**src/rtl/core/assert_macros.svh**
```systemverilog
// Assertion helpers shared by the RTL.
// Every check runs on the rising edge of clock and is off while reset is high.
`ifndef ASSERT_MACROS_SVH
`define ASSERT_MACROS_SVH

// Property check: prop may use |-> or |=>
`define CQS_ASSERT(lbl, prop, msg) \
   lbl: assert property (@(posedge clock) disable iff (reset) (prop)) else $error(msg);

// Invariant: expr must hold on every clock edge
`define CQS_INVARIANT(lbl, expr, msg) \
   `CQS_ASSERT(lbl, 1'b1 |-> (expr), msg)

`endif

```
**src/rtl/core/cqs_pkg.sv**
```systemverilog
`timescale 1ns / 1ps
`default_nettype none

package cqs_pkg;

   // Ring geometry
   localparam int DEPTH    = 8;
   localparam int PTR_W    = (DEPTH > 1) ? $clog2(DEPTH) : 1;
   localparam int CNT_W    = $clog2(DEPTH + 1);
   localparam int DATA_W   = 32;
   localparam int SLOT_W   = 3;
   localparam int SHOW_MAX = 8;
   localparam int SHOW_LIM = (DEPTH < SHOW_MAX) ? DEPTH : SHOW_MAX;

   // Operation codes of a request
   typedef enum logic [1:0] {
      KIND_ENQ     = 2'd0,
      KIND_DEQ     = 2'd1,
      KIND_SEARCH  = 2'd2,
      KIND_DISPLAY = 2'd3
   } kind_type;

   // Result status codes
   typedef enum logic [1:0] {
      ST_OK       = 2'd0,
      ST_FULL     = 2'd1,
      ST_EMPTY    = 2'd2,
      ST_NOTFOUND = 2'd3
   } status_type;

   // Where the result data word comes from
   typedef enum logic [1:0] {
      SRC_NONE,
      SRC_MEM,
      SRC_KEY
   } src_type;

   // Controller to datapath
   typedef struct packed {
      logic       take;
      logic       walk_load;
      logic       walk_adv;
      logic       enq_write;
      logic       deq;
      logic       rsp_load;
      status_type rsp_status;
      src_type    rsp_src;
      logic       rsp_slot_en;
      logic       rsp_last;
   } cmd_type;

   // Datapath to controller
   typedef struct packed {
      kind_type kind;
      logic     full;
      logic     empty;
      logic     hit;
      logic     walk_last;
      logic     rsp_free;
   } stat_type;

   // Next slot around the ring
   function automatic logic [PTR_W-1:0] next_slot(input logic [PTR_W-1:0] p);
      next_slot = (p == PTR_W'(DEPTH - 1)) ? '0 : p + PTR_W'(1);
   endfunction

   // Low bits of a slot index for the result port
   function automatic logic [SLOT_W-1:0] slot_of(input logic [PTR_W-1:0] p);
      logic [SLOT_W-1:0] s;
      s = '0;
      for (int i = 0; i < SLOT_W; i++) begin
         if (i < PTR_W) begin
            s[i] = p[i];
         end
      end
      slot_of = s;
   endfunction

endpackage

`default_nettype wire

```
**src/rtl/core/cqs_ctrl.sv**
```systemverilog
`timescale 1ns / 1ps
`default_nettype none

module cqs_ctrl
   import cqs_pkg::*;
(
   input  wire logic     clock,
   input  wire logic     reset,
   input  wire logic     req_valid,
   output logic          req_stall,
   input  wire stat_type stat,
   output cmd_type       cmd
);

   typedef enum logic [1:0] {
      S_IDLE,
      S_DECIDE,
      S_WALK
   } state_type;

   state_type state_ff, state_in;

   // State register
   always_ff @(posedge clock) begin
      if (reset) begin
         state_ff <= S_IDLE;
      end else begin
         state_ff <= state_in;
      end
   end

   assign req_stall = (state_ff != S_IDLE);

   // Next state and datapath commands
   always_comb begin
      state_in = state_ff;
      cmd      = '0;
      cmd.rsp_status = ST_OK;
      cmd.rsp_src    = SRC_NONE;
      case (state_ff)
         S_IDLE: begin
            // keep the walk pointer parked on the head
            cmd.walk_load = 1'b1;
            if (req_valid) begin
               cmd.take = 1'b1;
               state_in = S_DECIDE;
            end
         end
         S_DECIDE: begin
            if (stat.kind == KIND_ENQ) begin
               if (stat.rsp_free) begin
                  cmd.rsp_load   = 1'b1;
                  cmd.rsp_last   = 1'b1;
                  cmd.rsp_status = stat.full ? ST_FULL : ST_OK;
                  cmd.enq_write  = !stat.full;
                  state_in       = S_IDLE;
               end
            end else if (stat.empty) begin
               if (stat.rsp_free) begin
                  cmd.rsp_load   = 1'b1;
                  cmd.rsp_last   = 1'b1;
                  cmd.rsp_status = ST_EMPTY;
                  state_in       = S_IDLE;
               end
            end else if (stat.kind == KIND_DEQ) begin
               if (stat.rsp_free) begin
                  cmd.rsp_load = 1'b1;
                  cmd.rsp_last = 1'b1;
                  cmd.rsp_src  = SRC_MEM;
                  cmd.deq      = 1'b1;
                  state_in     = S_IDLE;
               end
            end else begin
               state_in = S_WALK;
            end
         end
         S_WALK: begin
            if (stat.kind == KIND_SEARCH) begin
               if (stat.hit) begin
                  if (stat.rsp_free) begin
                     cmd.rsp_load    = 1'b1;
                     cmd.rsp_last    = 1'b1;
                     cmd.rsp_src     = SRC_KEY;
                     cmd.rsp_slot_en = 1'b1;
                     state_in        = S_IDLE;
                  end
               end else if (stat.walk_last) begin
                  if (stat.rsp_free) begin
                     cmd.rsp_load   = 1'b1;
                     cmd.rsp_last   = 1'b1;
                     cmd.rsp_status = ST_NOTFOUND;
                     state_in       = S_IDLE;
                  end
               end else begin
                  cmd.walk_adv = 1'b1;
               end
            end else begin
               // display: one result per held word
               if (stat.rsp_free) begin
                  cmd.rsp_load    = 1'b1;
                  cmd.rsp_last    = stat.walk_last;
                  cmd.rsp_src     = SRC_MEM;
                  cmd.rsp_slot_en = 1'b1;
                  if (stat.walk_last) begin
                     state_in = S_IDLE;
                  end else begin
                     cmd.walk_adv = 1'b1;
                  end
               end
            end
         end
         default: begin
            state_in = S_IDLE;
         end
      endcase
   end

endmodule

`default_nettype wire

```
**src/rtl/core/cqs_dpath.sv**
```systemverilog
`timescale 1ns / 1ps
`default_nettype none
`include "assert_macros.svh"

module cqs_dpath
   import cqs_pkg::*;
(
   input  wire logic                     clock,
   input  wire logic                     reset,
   input  wire logic        [1:0]        req_kind,
   input  wire logic signed [DATA_W-1:0] req_value,
   input  wire logic                     rsp_stall,
   output logic                          rsp_valid,
   output logic             [1:0]        rsp_status,
   output logic signed      [DATA_W-1:0] rsp_data,
   output logic             [SLOT_W-1:0] rsp_slot,
   output logic                          rsp_last,
   input  wire cmd_type                  cmd,
   output stat_type                      stat
);

   kind_type                kind_ff;
   logic signed [DATA_W-1:0] value_ff;
   logic [PTR_W-1:0]        head_ff, head_in;
   logic [PTR_W-1:0]        tail_ff, tail_in;
   logic [CNT_W-1:0]        cnt_ff, cnt_in;
   logic [PTR_W-1:0]        walk_ptr_ff, walk_ptr_in;
   logic [CNT_W-1:0]        idx_ff, idx_in;
   logic [CNT_W-1:0]        limit;
   logic signed [DATA_W-1:0] mem [DEPTH];
   logic signed [DATA_W-1:0] mem_q;
   logic                    rsp_valid_ff;
   logic                    rsp_free;
   logic signed [DATA_W-1:0] rsp_data_in;

   // Latched request
   always_ff @(posedge clock) begin
      if (cmd.take) begin
         kind_ff  <= kind_type'(req_kind);
         value_ff <= req_value;
      end
   end

   // Ring pointers and fill count
   always_comb begin
      head_in = head_ff;
      tail_in = tail_ff;
      cnt_in  = cnt_ff;
      if (cmd.enq_write) begin
         tail_in = next_slot(tail_ff);
         cnt_in  = cnt_ff + CNT_W'(1);
      end
      if (cmd.deq) begin
         head_in = next_slot(head_ff);
         cnt_in  = cnt_ff - CNT_W'(1);
      end
   end

   always_ff @(posedge clock) begin
      if (reset) begin
         head_ff <= '0;
         tail_ff <= '0;
         cnt_ff  <= '0;
      end else begin
         head_ff <= head_in;
         tail_ff <= tail_in;
         cnt_ff  <= cnt_in;
      end
   end

   // Walk pointer; the memory always reads at its next value
   always_comb begin
      walk_ptr_in = walk_ptr_ff;
      idx_in      = idx_ff;
      if (cmd.walk_load) begin
         walk_ptr_in = head_ff;
         idx_in      = '0;
      end else if (cmd.walk_adv) begin
         walk_ptr_in = next_slot(walk_ptr_ff);
         idx_in      = idx_ff + CNT_W'(1);
      end
   end

   always_ff @(posedge clock) begin
      walk_ptr_ff <= walk_ptr_in;
      idx_ff      <= idx_in;
   end

   // Word store, registered read
   always_ff @(posedge clock) begin
      if (cmd.enq_write) begin
         mem[tail_ff] <= value_ff;
      end
      mem_q <= mem[walk_ptr_in];
   end

   // Walk ends at the held count, display capped at eight words
   assign limit = (kind_ff == KIND_DISPLAY && cnt_ff > CNT_W'(SHOW_LIM)) ?
                  CNT_W'(SHOW_LIM) : cnt_ff;

   // Output register
   assign rsp_free = !rsp_valid_ff || !rsp_stall;

   always_comb begin
      case (cmd.rsp_src)
         SRC_MEM: rsp_data_in = mem_q;
         SRC_KEY: rsp_data_in = value_ff;
         default: rsp_data_in = '0;
      endcase
   end

   always_ff @(posedge clock) begin
      if (reset) begin
         rsp_valid_ff <= 1'b0;
      end else if (cmd.rsp_load) begin
         rsp_valid_ff <= 1'b1;
      end else if (!rsp_stall) begin
         rsp_valid_ff <= 1'b0;
      end
   end

   always_ff @(posedge clock) begin
      if (cmd.rsp_load) begin
         rsp_status <= cmd.rsp_status;
         rsp_data   <= rsp_data_in;
         rsp_slot   <= cmd.rsp_slot_en ? slot_of(walk_ptr_ff) : '0;
         rsp_last   <= cmd.rsp_last;
      end
   end

   assign rsp_valid = rsp_valid_ff;

   // Status to the controller
   always_comb begin
      stat.kind      = kind_ff;
      stat.full      = (cnt_ff == CNT_W'(DEPTH));
      stat.empty     = (cnt_ff == '0);
      stat.hit       = (mem_q == value_ff);
      stat.walk_last = ({1'b0, idx_ff} + (CNT_W + 1)'(1)) == {1'b0, limit};
      stat.rsp_free  = rsp_free;
   end

   // Checks
   `CQS_INVARIANT(a_cnt_range, cnt_ff <= CNT_W'(DEPTH), "fill count above depth")
   `CQS_INVARIANT(a_empty_ptrs, (cnt_ff != '0) || (head_ff == tail_ff), "empty ring, pointers differ")
   `CQS_ASSERT(a_no_enq_full, cmd.enq_write |-> (cnt_ff != CNT_W'(DEPTH)), "write into full ring")
   `CQS_ASSERT(a_no_deq_empty, cmd.deq |-> (cnt_ff != '0), "dequeue from empty ring")
   `CQS_ASSERT(a_load_free, cmd.rsp_load |-> rsp_free, "result overwritten before taken")

endmodule

`default_nettype wire

```
**src/rtl/core/circular_queue_with_search.sv**
```systemverilog
// Ring-buffer queue of signed 32-bit words with search and display.
// Request channel: req_valid, req_stall, req_kind, req_value; a request is taken
// when req_valid is high and req_stall low. The block takes one request at a time.
// Result channel: rsp_valid, rsp_stall, rsp_status, rsp_data, rsp_slot, rsp_last;
// rsp_last marks the final result of a request.
// Enqueue and dequeue: one result, loaded from the decide state once the output
// register is free. Empty or full cases likewise give one status result.
// Search: the walk starts at the head and compares one stored word per cycle
// through the single registered read port of the store; the result is loaded on
// the first match, or after the last held word on a miss.
// Display: one result per held word (at most eight), one per cycle while the
// receiver does not stall.
// A new request is taken in the cycle after the previous one has loaded its last
// result into the output register, so a waiting result does not hold off the next
// request. When the receiver stalls, the result holds and a walk waits to load.
// Reset (synchronous, active high) empties the queue at once; stored words
// are not cleared and no clearing pass is run.
`timescale 1ns / 1ps
`default_nettype none

module circular_queue_with_search
   import cqs_pkg::*;
(
   input  wire logic                     clock,
   input  wire logic                     reset,
   input  wire logic                     req_valid,
   output logic                          req_stall,
   input  wire logic        [1:0]        req_kind,
   input  wire logic signed [DATA_W-1:0] req_value,
   output logic                          rsp_valid,
   input  wire logic                     rsp_stall,
   output logic             [1:0]        rsp_status,
   output logic signed      [DATA_W-1:0] rsp_data,
   output logic             [SLOT_W-1:0] rsp_slot,
   output logic                          rsp_last
);

   cmd_type  cmd;
   stat_type stat;

   // Sequencer
   cqs_ctrl u_ctrl (
      .clock     (clock),
      .reset     (reset),
      .req_valid (req_valid),
      .req_stall (req_stall),
      .stat      (stat),
      .cmd       (cmd)
   );

   // Store, pointers and output register
   cqs_dpath u_dpath (
      .clock      (clock),
      .reset      (reset),
      .req_kind   (req_kind),
      .req_value  (req_value),
      .rsp_stall  (rsp_stall),
      .rsp_valid  (rsp_valid),
      .rsp_status (rsp_status),
      .rsp_data   (rsp_data),
      .rsp_slot   (rsp_slot),
      .rsp_last   (rsp_last),
      .cmd        (cmd),
      .stat       (stat)
   );

endmodule

`default_nettype wire

```
**config.mk**
```make
export PLATFORM = sky130hd
export DESIGN_NAME = circular_queue_with_search
export DESIGN_NICKNAME = d
export VERILOG_FILES = /design/src/rtl/core/cqs_pkg.sv /design/src/rtl/core/cqs_ctrl.sv /design/src/rtl/core/cqs_dpath.sv /design/src/rtl/core/circular_queue_with_search.sv
export VERILOG_INCLUDE_DIRS = /design/src /design/src/rtl/core
export SDC_FILE = /design/constraint.sdc
export NUM_CORES = 1
export LEC_CHECK = 0
export BUFFER_PORTS_ARGS = -buffer_cell sky130_fd_sc_hd__buf_2
export CORE_UTILIZATION = 40
export DETAILED_ROUTE_END_ITERATION = 8
export SLEW_MARGIN = 5
export SYNTH_ARGS = -nofsm -noshare
export SYNTH_HDL_FRONTEND = slang
export SYNTH_SLANG_ARGS = --single-unit
export TNS_END_PERCENT = 30
```
**constraint.sdc**
```tcl
create_clock -name clock -period 5.9 [get_ports clock]
set_input_delay 0.59 -clock clock [delete_from_list [all_inputs] [get_ports clock]]
set_output_delay 0.59 -clock clock [all_outputs]
set_load 0.01 [all_outputs]
```
==> impl_metrics.csv <==
group,metric,value,unit
run_status,status,"complete, no violations",
clock_network,ctsHoldBuffers,0,
synth,synth_nets,1143,
drt,detail_route.first_pass.iterations,5,
synth,syn_inst,1089,
drt,routed_wl,38700,um
worst_hold_path,hold_start,"req_value[24]",
floorplanning,pin_count,78,
clock_network,cts.reportedPaths.clkPinSlew,60,ps
floorplanning,start_util,40.7,%
clock_network,clockBufferDepth,3,
final_layout,final_util,46.6,%
clock_network,cts.sinks,380,
floorplanning,rows,71,
timing,max_slew.worst_pin.slew,1260,ps
final_layout,seq_area,10900,um^2
timing,clock_skew,18.2,ps
setup_path,r2r-end,"u_dpath.mem_q[6]$_DFF_P_",
worst_hold_path,holdCritPathClass,"in -> reg",
timing,finalCritPeriodShare,81.1,%
synth,syn_avg_cell_area,14.1,um^2
place,hpwl,20400,um
setup_path,critPathMaxFanout,82,
global_route,grtUsageTotal,20.1,%
final_layout,multiInputGateArea,4130,um^2
synth,ys_seq_elements,380,
floorplanning,dieArea,39200,um^2
clock_network,cts-root-buf,"clkbuf_16",
place,gp_congestion,0.769,
synth,netlist.area_leader.share,64.1,%
drt,ant_nets,0,
power_and_ir_drop,total_power,0.00608,W
drt,via_count,9538,
floorplanning,chipWidth,198,um
clock_network,cts_resized,0,
drt,drt-initial-drc-count,796,
setup_path,cp-end-kind,"register",
worst_hold_path,holdPathEnd,"u_dpath.value_ff[24]$_DFFE_PP_",
clock_network,h-tree-depth,2,
power_and_ir_drop,ir_drop,0.173,mV
synth,synth.most_common_cell,"edfxtp_1",
timing,slew_headroom,16.2,%
final_layout,synthToLayoutAreaGrowth,14.5,%
clock_network,clkLatencyLatePin,550,ps
final_layout,fill_cells,3305,
synth,yosysSeqAreaShare,70.9,%
timing,setup_viol,0,
synth,ys_top_cells_by_count,"edfxtp_1, a2111oi_0, nand2_1",
timing,rsz0062_at_grt,"no",
drt,via_per_inst,5.64,
place,io_buffer_count,77,
global_route,grt_pass1_vias,9466,
clock_network,cts_buffers,41,
clock_network,cts_tree,"yes",
timing,slew_violations,0,
power_and_ir_drop,p_leak,5.82,nW
setup_path,cp.required,6310,ps
setup_path,rr_startpoint,"u_dpath.value_ff[26]$_DFFE_PP_",
drt,wl_per_cell,22.9,um
global_route,grt_antenna_before_repair,0,
drt,drc,0,
synth,synth_edf_count,328,
timing,tns,0,ps
timing,max_freq,0.209,GHz
setup_path,startpoint_type,"register",
job,drv_cap,0,
synth,synth_area_leaders,"edfxtp_1, a2111oi_0, dfxtp_1",
synth,synth_ff_type,"edfxtp_1",
synth,synth.lib_cells_used.distinct,52,
worst_hold_path,hold_path_depth,1,
global_route,grt_pass1_wl,58600,um
floorplanning,dieHeight,198,um
floorplanning,core-area,37800,um^2
synth,yosys_warnings,0,
synth,async_flop_share,0,%
global_route,grt_max_degree,97,
setup_path,reg2reg_slack,1110,ps
synth,synth.largest_area_cell,"edfxtp_1",
global_route,grt-ovfl-total,0,
setup_path,reg2reg_depth,9,
final_layout,layout-drive-gt1-share,15.2,%
setup_path,worstSetupPathType,"reg -> reg",
final_layout,final_cells,1691,
timing,period_needed,4790,ps
setup_path,crit_arrival,5200,ps
timing,hold_viol,0,
power_and_ir_drop,power.density,345,nW/um^2
place,dp_cells,1617,
final_layout,antennaDiodeCount,0,
final_layout,fin_nets,1203,
clock_network,post_cts_buffers,0,
synth,synth_area,15400,um^2
final cells by class:
class                      instances  area share [%]
sequential                       380            61.9
multi-input combinational        611            23.5
clock buffer                      56            6.56
tap                              511            3.63
timing repair buffer             100            3.17
clock inverter                    18           0.932
inverter                          15           0.320
cell usage in the layout (no fill, tap or decap), drive strengths merged, types with 5 or more instances in the layout:
cell type	synthesis	final
and2	6	6
xor2	34	34
buf	19	100
nand3	8	8
clkbuf	64	56
a2111oi	128	128
edfxtp	328	328
ha	15	15
nand2	115	115
nor3	105	105
nor4	9	9
a21oi	12	12
inv	15	16
o21ai	5	5
a22oi	32	32
mux2i	36	36
nor2	56	56
dfxtp	52	52
xnor2	8	8
clkinv	0	13
sequential cells by signal, indices dropped and copies added (netlist names), 3 cells and up:
name,count
u_dpath.cnt_ff,4
u_dpath.head_ff,3
u_dpath.idx_ff,4
u_dpath.mem,256
u_dpath.mem_q,32
u_dpath.rsp_data,32
u_dpath.rsp_slot,3
u_dpath.tail_ff,3
u_dpath.value_ff,32
u_dpath.walk_ptr_ff,3
worst max-delay path, cell delays in order, from the launching register on:
cell	delay, ps
edfxtp_1	530
xor2_1	240
nor4_1	530
nand4_1	330
or3_1	560
a211oi_4	260
or3b_4	910
buf_4	600
a2111oi_0	200
a2111oi_0	430
power breakdown:
part	switching, W	internal (W)	total [W]
Clock	0.00102	0.00150	0.00252
Combinational	0.000300	0.000146	0.000447
Sequential	0.0000880	0.00302	0.00311
Total	0.00141	0.00467	0.00608
worst max-delay path by stage:
| stage | startpoint | end | slack [ps] | cells past startpoint |
|---|---|---|---|---|
| after floorplan | rsp_stall | u_dpath.mem[0][0]$_DFFE_PP_ | 930 | 6 |
| after global placement | u_dpath.value_ff[26]$_DFFE_PP_ | u_dpath.mem_q[0]$_DFF_P_ | 1240 | 9 |
| final | u_dpath.value_ff[26]$_DFFE_PP_ | u_dpath.mem_q[6]$_DFF_P_ | 1110 | 9 |
| after detailed placement | u_dpath.value_ff[26]$_DFFE_PP_ | u_dpath.mem_q[2]$_DFF_P_ | 1120 | 9 |
| after CTS | u_dpath.value_ff[26]$_DFFE_PP_ | u_dpath.mem_q[2]$_DFF_P_ | 1100 | 9 |
| after global routing | u_dpath.value_ff[23]$_DFFE_PP_ | u_dpath.mem_q[6]$_DFF_P_ | 750 | 9 |
metal layers:
metal  global-route usage, %  vias up  wire length [um]
li1                        -     4396                 -
met1                    28.6     4756             17600
met2                    31.7      322             18100
met3                    2.76       64              2060
met4                    6.60        0               968
met5                       0        -                 0
logic make-up (layout without fill, tap and decap cells):
group	Yosys count	after routing	synth area share (%)
xor+xnor	42	42	2.39
fa+ha+maj	16	16	1.35
flops	380	380	70.9
buf+inv	98	189	2.88
mux	36	36	2.34
simple gates	323	323	9.57
compound gates	194	194	10.6
per-stage QoR:
stage	setup WS (ps)	instance area, um^2	hold WS, ps
floorplan	930	15400	458
global placement	1240	16300	503
detailed placement	1120	16300	506
CTS	1100	17600	195
global route	751	17600	206
finish	1110	17600	217
Power figures use the tool's default switching activity.
